File: src/rtl/rbrm_pkg.sv
`default_nettype none

package rbrm_pkg;

    // ring geometry
    localparam int unsigned RING_BYTES = 4096;

    // field widths
    localparam int CNT_W  = 13;
    localparam int PTR_W  = 12;
    localparam int PROD_W = 2 * CNT_W;
    localparam int ACT_W  = 3;
    localparam int STAT_W = 2;

    // serial divider: one quotient bit per cycle
    localparam int DIV_STEPS = CNT_W;
    localparam int DIV_CNT_W = $clog2(DIV_STEPS);

    localparam logic [CNT_W-1:0] RING_MAX = CNT_W'(RING_BYTES);

    // command codes
    localparam logic [ACT_W-1:0] ACT_RSV_WR    = 3'd0;
    localparam logic [ACT_W-1:0] ACT_RSV_RD    = 3'd1;
    localparam logic [ACT_W-1:0] ACT_COMMIT_WR = 3'd2;
    localparam logic [ACT_W-1:0] ACT_FREE_RD   = 3'd3;
    localparam logic [ACT_W-1:0] ACT_SET_EOS   = 3'd4;

    // result status codes
    localparam logic [STAT_W-1:0] STAT_OK    = 2'd0;
    localparam logic [STAT_W-1:0] STAT_RETRY = 2'd1;
    localparam logic [STAT_W-1:0] STAT_EOS   = 2'd2;
    localparam logic [STAT_W-1:0] STAT_ERR   = 2'd3;

    // controller to datapath
    typedef struct packed {
        logic load;
        logic mul_a;
        logic div_init;
        logic div_step;
        logic mul_b;
        logic finish;
    } dp_cmd_t;

    // datapath to controller
    typedef struct packed {
        logic need_div;
        logic div_last;
        logic out_free;
    } dp_stat_t;

endpackage

`default_nettype wire

File: src/rtl/rbrm_div.sv
`default_nettype none

module rbrm_div (
    input  wire                            aclk,
    input  wire                            aresetn,
    input  wire                            start,
    input  wire                            step,
    input  wire  [rbrm_pkg::CNT_W-1:0]     dividend,
    input  wire  [rbrm_pkg::CNT_W-1:0]     divisor,
    output logic [rbrm_pkg::CNT_W-1:0]     quotient,
    output logic                           last
);

    logic [rbrm_pkg::CNT_W-1:0]     rem_reg, rem_next;
    logic [rbrm_pkg::CNT_W-1:0]     quo_reg, quo_next;
    logic [rbrm_pkg::DIV_CNT_W-1:0] cnt_reg, cnt_next;
    logic [rbrm_pkg::CNT_W:0]       shifted;
    logic [rbrm_pkg::CNT_W:0]       diff;

    // restoring division, one bit per step
    always_comb begin
        shifted  = {rem_reg, quo_reg[rbrm_pkg::CNT_W-1]};
        diff     = shifted - {1'b0, divisor};
        rem_next = rem_reg;
        quo_next = quo_reg;
        cnt_next = cnt_reg;
        if (start) begin
            rem_next = '0;
            quo_next = dividend;
            cnt_next = rbrm_pkg::DIV_CNT_W'(rbrm_pkg::DIV_STEPS - 1);
        end else if (step) begin
            if (shifted >= {1'b0, divisor}) begin
                rem_next = diff[rbrm_pkg::CNT_W-1:0];
                quo_next = {quo_reg[rbrm_pkg::CNT_W-2:0], 1'b1};
            end else begin
                rem_next = shifted[rbrm_pkg::CNT_W-1:0];
                quo_next = {quo_reg[rbrm_pkg::CNT_W-2:0], 1'b0};
            end
            cnt_next = cnt_reg - 1'b1;
        end
    end

    always_ff @(posedge aclk) begin
        if (!aresetn) begin
            cnt_reg <= '0;
        end else begin
            cnt_reg <= cnt_next;
        end
        rem_reg <= rem_next;
        quo_reg <= quo_next;
    end

    assign quotient = quo_reg;
    assign last     = (cnt_reg == '0);

endmodule

`default_nettype wire

File: src/rtl/rbrm_dp.sv
`default_nettype none

module rbrm_dp (
    input  wire                               aclk,
    input  wire                               aresetn,
    // ring size register
    input  wire                               cfg_valid,
    input  wire  [rbrm_pkg::CNT_W-1:0]        cfg_data,
    // command fields
    input  wire  [rbrm_pkg::ACT_W-1:0]        s_action,
    input  wire  [rbrm_pkg::CNT_W-1:0]        s_min_units,
    input  wire  [rbrm_pkg::CNT_W-1:0]        s_max_units,
    input  wire  [rbrm_pkg::CNT_W-1:0]        s_unit_bytes,
    input  wire  [rbrm_pkg::CNT_W-1:0]        s_reserved_units,
    input  wire  [rbrm_pkg::CNT_W-1:0]        s_done_units,
    // control
    input  wire  rbrm_pkg::dp_cmd_t           cmd,
    output rbrm_pkg::dp_stat_t                stat,
    // result
    output logic                              m_valid,
    input  wire                               m_ready,
    output logic [rbrm_pkg::STAT_W-1:0]       m_status,
    output logic [rbrm_pkg::PTR_W-1:0]        m_region_offset,
    output logic [rbrm_pkg::CNT_W-1:0]        m_units_granted,
    output logic [rbrm_pkg::CNT_W-1:0]        m_fill_bytes
);

    localparam int CW = rbrm_pkg::CNT_W;
    localparam int PW = rbrm_pkg::PTR_W;

    // latched command
    logic [rbrm_pkg::ACT_W-1:0]  act_reg;
    logic [CW-1:0]               mn_reg, mx_reg, ub_reg, orig_reg, done_reg;

    // products
    logic [rbrm_pkg::PROD_W-1:0] prod_a_reg;
    logic [CW-1:0]               prod_b_reg;
    logic [CW-1:0]               mul_op;
    logic [rbrm_pkg::PROD_W-1:0] product;

    // ring state
    logic [CW-1:0] ring_reg, ring_next;
    logic [PW-1:0] rptr_reg, rptr_next;
    logic [PW-1:0] wptr_reg, wptr_next;
    logic [CW-1:0] held_reg, held_next;
    logic [CW-1:0] wres_reg, wres_next;
    logic [CW-1:0] rres_reg, rres_next;
    logic          end_reg, end_next;

    // result register
    logic                        valid_reg, valid_next;
    logic [rbrm_pkg::STAT_W-1:0] st_reg, st_next;
    logic [PW-1:0]               off_reg, off_next;
    logic [CW-1:0]               gr_reg, gr_next;
    logic [CW-1:0]               fill_reg, fill_next;

    // derived quantities
    logic [CW:0]   used;
    logic [CW-1:0] space, wroom, rroom, data, avail, room, lim, dividend;
    logic [CW-1:0] quotient;
    logic          div_last;
    logic          is_rsv;
    logic          err_early;
    logic [CW-1:0] wsum, rsum, cfg_clamped;
    logic [CW-1:0] fin_st_held, fin_st_wres, fin_st_rres;
    logic [PW-1:0] fin_wptr, fin_rptr;
    logic          fin_end;
    logic [rbrm_pkg::STAT_W-1:0] fin_st;
    logic [PW-1:0] fin_off;
    logic [CW-1:0] fin_gr;

    assign is_rsv = (act_reg == rbrm_pkg::ACT_RSV_WR) || (act_reg == rbrm_pkg::ACT_RSV_RD);

    // free space, contiguous room and unreserved data
    always_comb begin
        used  = {1'b0, held_reg} + {1'b0, wres_reg};
        space = (used < {1'b0, ring_reg}) ? CW'({1'b0, ring_reg} - used) : '0;
        wroom = ({1'b0, wptr_reg} < ring_reg) ? ring_reg - {1'b0, wptr_reg} : '0;
        rroom = ({1'b0, rptr_reg} < ring_reg) ? ring_reg - {1'b0, rptr_reg} : '0;
        data  = (held_reg > rres_reg) ? held_reg - rres_reg : '0;
        avail = (act_reg == rbrm_pkg::ACT_RSV_WR) ? space : data;
        room  = (act_reg == rbrm_pkg::ACT_RSV_WR) ? wroom : rroom;
        lim   = (avail < room) ? avail : room;
        dividend = (prod_a_reg > {{CW{1'b0}}, lim}) ? lim : prod_a_reg[CW-1:0];
    end

    // shared multiplier
    always_comb begin
        if (cmd.mul_b) begin
            mul_op = is_rsv ? quotient : done_reg;
        end else if (is_rsv) begin
            mul_op = mx_reg;
        end else if (act_reg == rbrm_pkg::ACT_COMMIT_WR) begin
            mul_op = orig_reg;
        end else begin
            mul_op = done_reg;
        end
        product = mul_op * ub_reg;
    end

    rbrm_div u_div (
        .aclk     (aclk),
        .aresetn  (aresetn),
        .start    (cmd.div_init),
        .step     (cmd.div_step),
        .dividend (dividend),
        .divisor  (ub_reg),
        .quotient (quotient),
        .last     (div_last)
    );

    // outcome of the command, from the latched operands and products
    always_comb begin
        err_early = (act_reg > rbrm_pkg::ACT_SET_EOS)
                 || ((act_reg <= rbrm_pkg::ACT_FREE_RD) && (ub_reg == '0))
                 || ((act_reg <= rbrm_pkg::ACT_RSV_RD) && (mn_reg > mx_reg));
        wsum = {1'b0, wptr_reg} + prod_b_reg;
        rsum = {1'b0, rptr_reg} + prod_b_reg;
        fin_st      = rbrm_pkg::STAT_OK;
        fin_off     = '0;
        fin_gr      = '0;
        fin_wptr    = wptr_reg;
        fin_rptr    = rptr_reg;
        fin_st_held = held_reg;
        fin_st_wres = wres_reg;
        fin_st_rres = rres_reg;
        fin_end     = end_reg;
        if (err_early) begin
            fin_st = rbrm_pkg::STAT_ERR;
        end else begin
            case (act_reg)
                rbrm_pkg::ACT_RSV_WR: begin
                    if ((quotient == '0) || (quotient < mn_reg)) begin
                        fin_st = rbrm_pkg::STAT_RETRY;
                    end else begin
                        fin_off     = wptr_reg;
                        fin_gr      = quotient;
                        fin_wptr    = PW'((wsum >= ring_reg) ? wsum - ring_reg : wsum);
                        fin_st_wres = wres_reg + prod_b_reg;
                    end
                end
                rbrm_pkg::ACT_RSV_RD: begin
                    if ((data == '0) || (quotient == '0)) begin
                        fin_st = end_reg ? rbrm_pkg::STAT_EOS : rbrm_pkg::STAT_RETRY;
                    end else if (!end_reg && (quotient < mn_reg)) begin
                        fin_st = rbrm_pkg::STAT_RETRY;
                    end else begin
                        fin_off     = rptr_reg;
                        fin_gr      = quotient;
                        fin_rptr    = PW'((rsum >= ring_reg) ? rsum - ring_reg : rsum);
                        fin_st_rres = rres_reg + prod_b_reg;
                    end
                end
                rbrm_pkg::ACT_COMMIT_WR: begin
                    // prod_a is the reserved byte count, prod_b the written one
                    if ((done_reg > orig_reg) || (prod_a_reg > {{CW{1'b0}}, wres_reg})) begin
                        fin_st = rbrm_pkg::STAT_ERR;
                    end else begin
                        fin_st_wres = wres_reg - prod_a_reg[CW-1:0];
                        fin_st_held = held_reg + prod_b_reg;
                    end
                end
                rbrm_pkg::ACT_FREE_RD: begin
                    if (done_reg != '0) begin
                        if ((prod_a_reg > {{CW{1'b0}}, rres_reg})
                            || (prod_a_reg > {{CW{1'b0}}, held_reg})) begin
                            fin_st = rbrm_pkg::STAT_ERR;
                        end else begin
                            fin_st_rres = rres_reg - prod_a_reg[CW-1:0];
                            fin_st_held = held_reg - prod_a_reg[CW-1:0];
                        end
                    end
                end
                rbrm_pkg::ACT_SET_EOS: begin
                    if (wres_reg != '0) begin
                        fin_st = rbrm_pkg::STAT_ERR;
                    end else begin
                        fin_end = 1'b1;
                    end
                end
                default: begin
                    fin_st = rbrm_pkg::STAT_ERR;
                end
            endcase
        end
    end

    // next state of ring and result register
    always_comb begin
        cfg_clamped = (cfg_data == '0) ? CW'(1)
                    : ((cfg_data > rbrm_pkg::RING_MAX) ? rbrm_pkg::RING_MAX : cfg_data);
        ring_next = ring_reg;
        rptr_next = rptr_reg;
        wptr_next = wptr_reg;
        held_next = held_reg;
        wres_next = wres_reg;
        rres_next = rres_reg;
        end_next  = end_reg;
        valid_next = valid_reg && !m_ready;
        st_next   = st_reg;
        off_next  = off_reg;
        gr_next   = gr_reg;
        fill_next = fill_reg;
        if (cfg_valid) begin
            ring_next = cfg_clamped;
            rptr_next = '0;
            wptr_next = '0;
            held_next = '0;
            wres_next = '0;
            rres_next = '0;
            end_next  = 1'b0;
        end else if (cmd.finish) begin
            rptr_next = fin_rptr;
            wptr_next = fin_wptr;
            held_next = fin_st_held;
            wres_next = fin_st_wres;
            rres_next = fin_st_rres;
            end_next  = fin_end;
        end
        if (cmd.finish) begin
            valid_next = 1'b1;
            st_next    = fin_st;
            off_next   = fin_off;
            gr_next    = fin_gr;
            fill_next  = fin_st_held;
        end
    end

    always_ff @(posedge aclk) begin
        if (!aresetn) begin
            ring_reg  <= rbrm_pkg::RING_MAX;
            rptr_reg  <= '0;
            wptr_reg  <= '0;
            held_reg  <= '0;
            wres_reg  <= '0;
            rres_reg  <= '0;
            end_reg   <= 1'b0;
            valid_reg <= 1'b0;
        end else begin
            ring_reg  <= ring_next;
            rptr_reg  <= rptr_next;
            wptr_reg  <= wptr_next;
            held_reg  <= held_next;
            wres_reg  <= wres_next;
            rres_reg  <= rres_next;
            end_reg   <= end_next;
            valid_reg <= valid_next;
        end
        st_reg   <= st_next;
        off_reg  <= off_next;
        gr_reg   <= gr_next;
        fill_reg <= fill_next;
    end

    // operand capture and products
    always_ff @(posedge aclk) begin
        if (cmd.load) begin
            act_reg  <= s_action;
            mn_reg   <= (s_min_units == '0) ? CW'(1) : s_min_units;
            mx_reg   <= (s_max_units == '0) ? CW'(1) : s_max_units;
            ub_reg   <= s_unit_bytes;
            orig_reg <= s_reserved_units;
            done_reg <= s_done_units;
        end
        if (cmd.mul_a) begin
            prod_a_reg <= product;
        end
        if (cmd.mul_b) begin
            prod_b_reg <= product[CW-1:0];
        end
    end

    assign stat.need_div = is_rsv;
    assign stat.div_last = div_last;
    assign stat.out_free = !valid_reg || m_ready;

    assign m_valid         = valid_reg;
    assign m_status        = st_reg;
    assign m_region_offset = off_reg;
    assign m_units_granted = gr_reg;
    assign m_fill_bytes    = fill_reg;

endmodule

`default_nettype wire

File: src/rtl/rbrm_ctrl.sv
`default_nettype none

module rbrm_ctrl (
    input  wire                       aclk,
    input  wire                       aresetn,
    input  wire                       s_valid,
    output logic                      s_ready,
    input  wire  rbrm_pkg::dp_stat_t  stat,
    output rbrm_pkg::dp_cmd_t         cmd
);

    typedef enum logic [5:0] {
        S_IDLE     = 6'b000001,
        S_MUL_A    = 6'b000010,
        S_DIV_INIT = 6'b000100,
        S_DIV      = 6'b001000,
        S_MUL_B    = 6'b010000,
        S_FINISH   = 6'b100000
    } state_t;

    state_t state_reg, state_next;

    always_comb begin
        state_next = state_reg;
        cmd        = '0;
        s_ready    = 1'b0;
        case (state_reg)
            S_IDLE: begin
                s_ready = 1'b1;
                if (s_valid) begin
                    cmd.load   = 1'b1;
                    state_next = S_MUL_A;
                end
            end
            S_MUL_A: begin
                cmd.mul_a  = 1'b1;
                state_next = stat.need_div ? S_DIV_INIT : S_MUL_B;
            end
            S_DIV_INIT: begin
                cmd.div_init = 1'b1;
                state_next   = S_DIV;
            end
            S_DIV: begin
                cmd.div_step = 1'b1;
                if (stat.div_last) begin
                    state_next = S_MUL_B;
                end
            end
            S_MUL_B: begin
                cmd.mul_b  = 1'b1;
                state_next = S_FINISH;
            end
            S_FINISH: begin
                // wait for room in the result register
                if (stat.out_free) begin
                    cmd.finish = 1'b1;
                    state_next = S_IDLE;
                end
            end
            default: begin
                state_next = S_IDLE;
            end
        endcase
    end

    always_ff @(posedge aclk) begin
        if (!aresetn) begin
            state_reg <= S_IDLE;
        end else begin
            state_reg <= state_next;
        end
    end

endmodule

`default_nettype wire

File: src/rtl/ring_buffer_reservation_manager_core.sv
// pointer and occupancy manager for a byte ring with one producer and one consumer
// s_ channel: one command per transfer (reserve write/read, commit write,
//   free read, set end of stream) with its unit size and unit counts
// m_ channel: one result per command: status, region offset, units granted
//   and the committed byte count held after the command
// cfg channel: writes the ring size (clamped to 1..4096) and clears all
//   pointers and counts; cfg_ready is always high, write only while idle
// reserve commands run a 13-step serial divider (bytes available / unit size)
//   between the two multiplies; the next command is taken once the result
//   has been written into the output register
// commit, free, end of stream and rejected codes skip the divider; the shared
//   13x13 multiplier runs twice per command
// one command is in work at a time; the finished result sits in an output
//   register, so a new command is accepted while the receiver stalls
// if a second result is ready before the first is taken, the block holds it
//   until m_ready frees the output register
// reset (aresetn low, synchronous): ring size 4096, pointers and counts zero,
//   end of stream clear, no result pending
`default_nettype none

module ring_buffer_reservation_manager_core (
    input  wire                               aclk,
    input  wire                               aresetn,
    // ring size register
    input  wire                               cfg_valid,
    output logic                              cfg_ready,
    input  wire  [rbrm_pkg::CNT_W-1:0]        cfg_data,
    // command channel
    input  wire                               s_valid,
    output logic                              s_ready,
    input  wire  [rbrm_pkg::ACT_W-1:0]        s_action,
    input  wire  [rbrm_pkg::CNT_W-1:0]        s_min_units,
    input  wire  [rbrm_pkg::CNT_W-1:0]        s_max_units,
    input  wire  [rbrm_pkg::CNT_W-1:0]        s_unit_bytes,
    input  wire  [rbrm_pkg::CNT_W-1:0]        s_reserved_units,
    input  wire  [rbrm_pkg::CNT_W-1:0]        s_done_units,
    // result channel
    output logic                              m_valid,
    input  wire                               m_ready,
    output logic [rbrm_pkg::STAT_W-1:0]       m_status,
    output logic [rbrm_pkg::PTR_W-1:0]        m_region_offset,
    output logic [rbrm_pkg::CNT_W-1:0]        m_units_granted,
    output logic [rbrm_pkg::CNT_W-1:0]        m_fill_bytes
);

    rbrm_pkg::dp_cmd_t  cmd;
    rbrm_pkg::dp_stat_t stat;

    // ring size writes are taken in any cycle
    assign cfg_ready = 1'b1;

    // sequencer: one command at a time through multiply, divide (reserves only), multiply, update
    rbrm_ctrl u_ctrl (
        .aclk    (aclk),
        .aresetn (aresetn),
        .s_valid (s_valid),
        .s_ready (s_ready),
        .stat    (stat),
        .cmd     (cmd)
    );

    // pointers, counts, shared multiplier, divider and result register
    rbrm_dp u_dp (
        .aclk             (aclk),
        .aresetn          (aresetn),
        .cfg_valid        (cfg_valid),
        .cfg_data         (cfg_data),
        .s_action         (s_action),
        .s_min_units      (s_min_units),
        .s_max_units      (s_max_units),
        .s_unit_bytes     (s_unit_bytes),
        .s_reserved_units (s_reserved_units),
        .s_done_units     (s_done_units),
        .cmd              (cmd),
        .stat             (stat),
        .m_valid          (m_valid),
        .m_ready          (m_ready),
        .m_status         (m_status),
        .m_region_offset  (m_region_offset),
        .m_units_granted  (m_units_granted),
        .m_fill_bytes     (m_fill_bytes)
    );

endmodule

`default_nettype wire

File: config.mk
export PLATFORM = sky130hd
export DESIGN_NAME = ring_buffer_reservation_manager_core
export DESIGN_NICKNAME = d
export VERILOG_FILES = /design/src/rtl/rbrm_pkg.sv /design/src/rtl/rbrm_div.sv /design/src/rtl/rbrm_dp.sv /design/src/rtl/rbrm_ctrl.sv /design/src/rtl/ring_buffer_reservation_manager_core.sv
export SDC_FILE = /design/constraint.sdc
export NUM_CORES = 1
export LEC_CHECK = 0
export BUFFER_PORTS_ARGS = -buffer_cell sky130_fd_sc_hd__buf_2
export CORE_MARGIN = 2
export CORE_UTILIZATION = 30
export CTS_CLUSTER_DIAMETER = 120
export DETAILED_ROUTE_END_ITERATION = 16
export PLACE_DENSITY_LB_ADDON = 0.08
export SLEW_MARGIN = 20
export SYNTH_ARGS = -nofsm -noshare
export SYNTH_HDL_FRONTEND = slang
export SYNTH_SLANG_ARGS = --single-unit
File: constraint.sdc
create_clock -name aclk -period 8.2 [get_ports aclk]
set_input_delay 0.41 -clock aclk [delete_from_list [all_inputs] [get_ports aclk]]
set_output_delay 0.41 -clock aclk [all_outputs]
set_load 0.005 [all_outputs]
=== Word-level counts from Yosys, hierarchy flattened ===
Cells that the tools add are included.

* Flip-flop bits (word level): 261
* Bits in latches: 0
* Memory bits (writable): 0
* Memory bits (read-only): 0
* Input bits: 86
* Output and inout port bits: 43
* Word-level logic and storage cells: 190
* Memories kept: 0

* $add $sub $neg: 17
* Multiply operators: 1
* Div/mod/pow operators: 0
* Order comparisons: 19
* Eq/ne operators: 19
* Shift operators: 0
* Mux-type cells: 67
* Bitwise operators: 6
* Reductions and logical operators: 36

{| class="wikitable"
|+ Operators with widths
! kind !! count
|-
| $mux W13 || 30
|-
| $gt A26 B13 Y1 || 4
|-
| $pmux W13 S2 || 4
|-
| $logic_not A13 Y1 || 6
|-
| $sub A13 B13 Y13 || 6
|-
| $mux W12 || 5
|-
| $add A13 B13 Y13 || 3
|-
| $gt A13 B13 Y1 || 3
|-
| $pmux W6 S6 || 1
|-
| $add A12 B13 Y13 || 2
|-
| $ge A13 B13 Y1 || 2
|-
| $lt A12 B13 Y1 || 2
|-
| $lt A13 B13 Y1 || 2
|-
| $mul A13 B13 Y26 || 1
|-
| $reduce_bool A13 Y1 || 2
|-
| $sub A13 B12 Y13 || 2
|-
| $pmux W12 S2 || 1
|-
| $sub A12 B12 Y12 || 2
|-
| $mux W6 || 3
|-
| $add A13 B13 Y14 || 1
|-
| $ge A14 B13 Y1 || 1
|-
| $lt A14 B13 Y1 || 1
|-
| $ne A2 B2 Y1 const B || 7
|-
| $gt A13 B13 Y1 const B || 1
|-
| other kinds (31) || 73
|}

=== Depth between registers and ports, before layout ===
* Depth after elaboration: 9
* Gate-level depth with buffers: 39

=== Cells and area by module ===
From an unflattened synthesis, not the netlist that was laid out.

* Cell total of the unflattened synthesis: 3,037
* Area, all modules: 27,418.8 sq um

{| class="wikitable"
|+ By module, submodules not included
! module !! times used !! cells each !! area each (sq um) !! seq. area each (sq um)
|-
| rbrm_dp || 1 || 2,775 || 25,009.0 || 5,975.7
|-
| rbrm_div || 1 || 227 || 2,073.2 || 730.7
|-
| rbrm_ctrl || 1 || 33 || 325.3 || 120.1
|-
| ring_buffer_reservation_manager_core || 1 || 2 || 11.3 || 0.0
|}

=== Least setup slack after synthesis ===
OpenSTA, ideal clock, no wires.

* Kind: register -> register
* Start: register u_dp.act_reg[2] (netlist name)
* End: register u_dp.prod_a_reg[25] (netlist name), data pin
* Setup time: 0.259 ns
* Data arrival time: 7.298 ns
* Required time: 7.941 ns
* Setup slack: 0.643 ns
* Stages on the path, launching flop included: 29
* Period minus slack after synthesis: 7.557 ns
* Cells stage by stage: edfxtp_1 -> clkbuf_1 -> nor2b_1 -> nand2b_1 -> clkbuf_1 -> nor2_1 -> buf_2 -> buf_2 -> a211oi_1 -> a31oi_1 -> clkbuf_1 -> nand2_1 -> fa_1 -> inv_1 -> fa_1 -> fa_1 -> fa_1 -> fa_1 -> ha_1 -> clkbuf_1 -> a21o_1 -> a2111o_1 -> a41o_1 -> a31oi_1 -> a21oi_1 -> and4_1 -> a2111oi_2 -> a21oi_1 -> xnor2_1

* Cells in the longest elaborated chain, start to end: 5
* Elaborated cells on any way between the ends: 9
* Those cells by class: mul: 1; eq/ne: 2; mux: 4; reduce/logical: 2

{| class="wikitable"
|+ RTL lines
! item !! RTL line !! RTL
|-
| start, declared || rbrm_dp.sv:32 || <nowiki>logic [rbrm_pkg::ACT_W-1:0] act_reg;</nowiki>
|-
| start signal, assigned || rbrm_dp.sv:258 || <nowiki>act_reg <= s_action;</nowiki>
|-
| $eq A3 B2 Y1 (tied with other cells) || rbrm_dp.sv:93 || <nowiki>end else if (act_reg == rbrm_pkg::ACT_COMMIT_WR) begin</nowiki>
|-
| $mux W13 or $logic_or A1 B1 Y1 (tied branches) || rbrm_dp.sv:93, rbrm_dp.sv:72 ||
|-
| $mux W13, on equally long branches || rbrm_dp.sv:91, rbrm_dp.sv:90 ||
|-
| $mux W13 (*) || rbrm_dp.sv:89 || <nowiki>if (cmd.mul_b) begin</nowiki>
|-
| $mul A13 B13 Y26 (*) || rbrm_dp.sv:98 || <nowiki>product = mul_op * ub_reg;</nowiki>
|-
| via u_dp.product, one bit || rbrm_dp.sv:39 || <nowiki>logic [rbrm_pkg::PROD_W-1:0] product;</nowiki>
|-
| end signal, assigned || rbrm_dp.sv:266 || <nowiki>prod_a_reg <= product;</nowiki>
|-
| end, declared || rbrm_dp.sv:36 || <nowiki>logic [rbrm_pkg::PROD_W-1:0] prod_a_reg;</nowiki>
|}

Mark *: on every way through the listed nets, which the timed path passes. The rest lies on a longest branch.
A chain may end at the register's enable or synchronous reset.

=== Worst setup path after layout ===
* Start: register u_dp.wres_reg[1]
* End: register u_dp.u_div.quo_reg, in the netlist u_dp.u_div.quotient[0], data pin

* Cells in the longest elaborated chain, start to end: 9
* Elaborated cells on any way between the ends: 10
* Those cells by class: add/sub: 2; order compare: 3; mux: 5

{| class="wikitable"
|+ RTL lines
! item !! RTL line !! RTL
|-
| start, declared || rbrm_dp.sv:46 || <nowiki>logic [CW-1:0] wres_reg, wres_next;</nowiki>
|-
| start signal, assigned || rbrm_dp.sv:244 || <nowiki>wres_reg <= wres_next;</nowiki>
|-
| $add A13 B13 Y14 (*) || rbrm_dp.sv:76 || <nowiki>used = {1'b0, held_reg} + {1'b0, wres_reg};</nowiki>
|-
| $sub A13 B13 Y13 or $lt A14 B13 Y1 (tied branches) || rbrm_dp.sv:77 || <nowiki>space = (used < {1'b0, ring_reg}) ? CW'({1'b0, ring_reg} - used) : '0;</nowiki>
|-
| $mux W13 (*) || rbrm_dp.sv:77 ||
|-
| $mux W13 (*) || rbrm_dp.sv:81 || <nowiki>avail = (act_reg == rbrm_pkg::ACT_RSV_WR) ? space : data;</nowiki>
|-
| $lt A13 B13 Y1 || rbrm_dp.sv:83 || <nowiki>lim = (avail < room) ? avail : room;</nowiki>
|-
| $mux W13 (*) || rbrm_dp.sv:83 ||
|-
| $gt A26 B13 Y1 || rbrm_dp.sv:84 || <nowiki>dividend = (prod_a_reg > {{CW{1'b0}}, lim}) ? lim : prod_a_reg[CW-1:0];</nowiki>
|-
| $mux W13 (*) || rbrm_dp.sv:84 ||
|-
| $mux W13 (*) || rbrm_div.sv:27 || <nowiki>if (start) begin</nowiki>
|-
| via u_dp.u_div.quo_next, one bit || rbrm_div.sv:15 || <nowiki>logic [rbrm_pkg::CNT_W-1:0] quo_reg, quo_next;</nowiki>
|-
| end signal, assigned || rbrm_div.sv:50 || <nowiki>quo_reg <= quo_next;</nowiki>
|-
| end, declared || rbrm_div.sv:15 ||
|}

Marks and branches as above.

==> results.cfg <==
[worst_setup_path]
critical_path_required_ns = 8.50
cp_top_family = compound AO/OA/AOI/OAI gates
critPathBufInv = 3
cp-end-kind = flip-flop
start_kind = flip-flop
crit_top_cell = o21ai_0
crit_type = flip-flop to flip-flop
slowest_stage = dfxtp_1
worstPathMaxFanout = 14
arrival_ns = 7.88
critPathMaxStageDelay_ns = 0.50

[global_routing]
grt_use_met3 = 0.02184
grt_max_degree = 69
grt_pass1_vias = 23750
met1_usage = 0.2875
grt_usage = 0.2103
use_met2 = 0.3606
antenna_found_initial = 0
grt_pass1_wl_mm = 149.9
grt_most_used_layer = met2
grt.overflow.total = 0

[cts]
clk_pin_slew_ns = 0.06
clock_sinks = 261
clk_latency_ns = 0.58
clk_path_buf_depth = 3
cts_tree = built
cts-root-buf = clkbuf_16
cts_made_buffers = 35
htree_levels = 2

[synthesis]
post_synth_num_cell_types = 87
syn_area_per_cell_um2 = 8.852
async_reset_ff_frac = 0
synth_ff_type = edfxtp_1
synth_area_um2 = 27390
synth_edf_count = 160
yosysSeqAreaShare = 0.2493
ys_ff_latch = 261
ys_warn_count = 0
netlist_instances = 3094
synth_nets = 3677

[sta]
slew_violations = 0
rsz0062_at_grt = no
hold_viol_final = 0
min_period_over_period = 0.9248
tightest_slew_ns = 1.054
tns_ns = 0
min_period_ns = 7.583
relSlewSlack = 0.2769
fin_hold_ws_ns = 0.03523
finalClockSkew_ns = 0.02607
max_freq_ghz = 0.1319
setup_violations = 0

[route]
viasPerCell = 5.241
wirelength_mm = 99.63
post_drt_wl_per_cell_um = 22.32
ant_nets = 0
drcViolationCount = 0
via_count = 23390
drt_first_iter_violations = 1666
first_pass_iters = 5

[power]
power_density_nw_per_um2 = 358.9
p_comb_frac = 0.669
p_int_mw = 6.113
ir_drop_mv = 0.5488
seq_power_share = 0.190
p_leak_nw = 13.53
p_switching_mw = 5.114
total_power_mw = 11.23
clkPwrFrac = 0.141
swShare = 0.4555

[layout]
finalNetCount = 3843
largest_reg_flops = 26
drive_above_1_share = 0.09309
areaGrowthSynthToFinish_pct = 14.23
antenna_cells = 0
finalNonFillerCells = 4463
post-route-util = 0.3465

[die]
dieHeight_um = 306.1
dieArea_um2 = 93720
io_pins = 129
core_um2 = 90290
start_util = 0.3033
die_w_um = 306.1
num_rows = 110

[placed_design]
hpwl_mm = 79.76
io_buffers = 127
placedCellCount = 4348
gp_congestion = 0.8952

[outcome]
outcome = finished clean

[run]
maxCapViolations = 0

[min_path]
holdCritPathClass = primary input to flip-flop
metrics by stage:
step,setup WS (ns),instance area (um^2)
finish,0.6168,31290
CTS,0.1368,31220
floorplan,0.6432,27390
global placement,0.2859,29580
global route,0.002438,31290
detailed placement,0.2104,29580
Yosys cell counts, types with 60 or more instances:
| library cell | number | area, um^2 |
|---|---|---|
| ha_1 | 362 | 4529 |
| inv_1 | 345 | 1295 |
| nand2_1 | 275 | 1032 |
| nor2_1 | 186 | 698.2 |
| a21oi_1 | 166 | 830.8 |
| edfxtp_1 | 160 | 4805 |
| o21ai_0 | 139 | 695.7 |
| fa_1 | 135 | 2703 |
| xnor2_1 | 110 | 963.4 |
| dfxtp_1 | 101 | 2022 |
| and2_1 | 97 | 606.8 |
| clkbuf_1 | 95 | 356.6 |
| nor3_1 | 74 | 370.4 |
| mux2i_1 | 73 | 730.7 |
| a21o_1 | 60 | 450.4 |
per-layer routing:
metal  vias up  routed length [um]  part of all wire
met5         -                   0                 0
met4         0                1627             0.016
met3        90                3920             0.039
met2       500               47290              0.47
met1     11510               46790              0.47
li1      11300                   -                 -
logic make-up after synthesis:
group,count (synthesis),synth area share
flip-flops,261,0.2493
multiplexers,81,0.03011
AO/OA/AOI/OAI,714,0.1753
AND/OR/NAND/NOR,924,0.1671
buffers and inverters,460,0.06410
XOR/XNOR,156,0.04989
other,1,0.0001369
adder cells (fa/ha/maj),497,0.2641
worst paths after layout:
check	startpoint	end	slack, ns	depth (start not counted)
worst max-delay path	u_dp.wres_reg[1]	u_dp.u_div.quotient[0]	0.62	35
worst min-delay path	s_unit_bytes[4]	u_dp.ub_reg[4]	0.04	1
worst max register to register	u_dp.wres_reg[1]	u_dp.u_div.quotient[0]	0.62	35
worst min register to register	u_dp.u_div.rem_reg[7]	u_dp.u_div.rem_reg[7]	0.49	2
power by group through the flow:
stage / clock, mW / combinational [mW] / sequential, mW
detailed placement: 0 / 7.55 / 2.16
floorplan: 0 / 5.67 / 2.06
global route: 1.68 / 8.67 / 2.15
finish: 1.59 / 7.51 / 2.13
CTS: 1.64 / 7.65 / 2.13
global placement: 0 / 7.56 / 2.16
worst register-to-register path, delay by kind of cell, from the launching register on:
kind                       cells  cell delay [ns]
and+or+nand+nor                3             0.37
buffers and inverters          3             0.61
xor gates and xnor gates       1             0.14
DFF                            1             0.50
adders and majority gates      4             1.40
AOI/OAI and AO/OA             22             3.73
muxes                          2             0.60
placed cells by master (no fill, tap or decap), types with 10 or more instances in the layout:
master,Yosys,routed
edfxtp_1,160,160
a21o_1,60,60
o41ai_1,13,12
xnor2_1,110,110
o2bb2ai_1,10,10
o21ai_0,139,139
a21oi_1,166,166
nand4_1,36,36
a211oi_1,52,51
or3_1,19,19
clkbuf_16,0,36
nor3_1,74,74
nand3b_1,10,10
nor2b_1,42,42
xor2_1,46,46
or2_2,13,13
fa_1,135,135
nor4_1,37,36
buf_4,1,69
dlygate4sd3_1,0,48
o21a_1,35,35
nand3_1,56,56
inv_1,345,343
a22oi_1,26,26
and3_1,12,12
and2_1,97,96
nand2_1,275,275
nand2b_1,32,30
a2111oi_0,11,11
a31oi_1,25,23
o31ai_1,17,17
nor2_1,186,185
dfxtp_1,101,100
a22o_1,17,17
ha_1,362,362
mux2i_1,73,72
a21boi_0,11,10
o21bai_1,24,24
o211ai_1,19,19
buf_2,14,127
layout make-up:
class                   instances  area [um^2]
flip-flops and latches        261         6828
clock inverters                23        235.2
well taps                    1176         1471
multi-input cells            2373        18890
fillers                      9373        59000
clock buffers                  41        929.6
repair buffers                244         1634
inverters                     345         1296
timing repair:
action	in CTS	in global routing
hold buffers	48	0
setup endpoints to repair	0	14
buffers inserted	0	2
resized for setup	0	7
hold endpoints to repair	48	0
No activity file was read; power rests on OpenSTA's default activity.
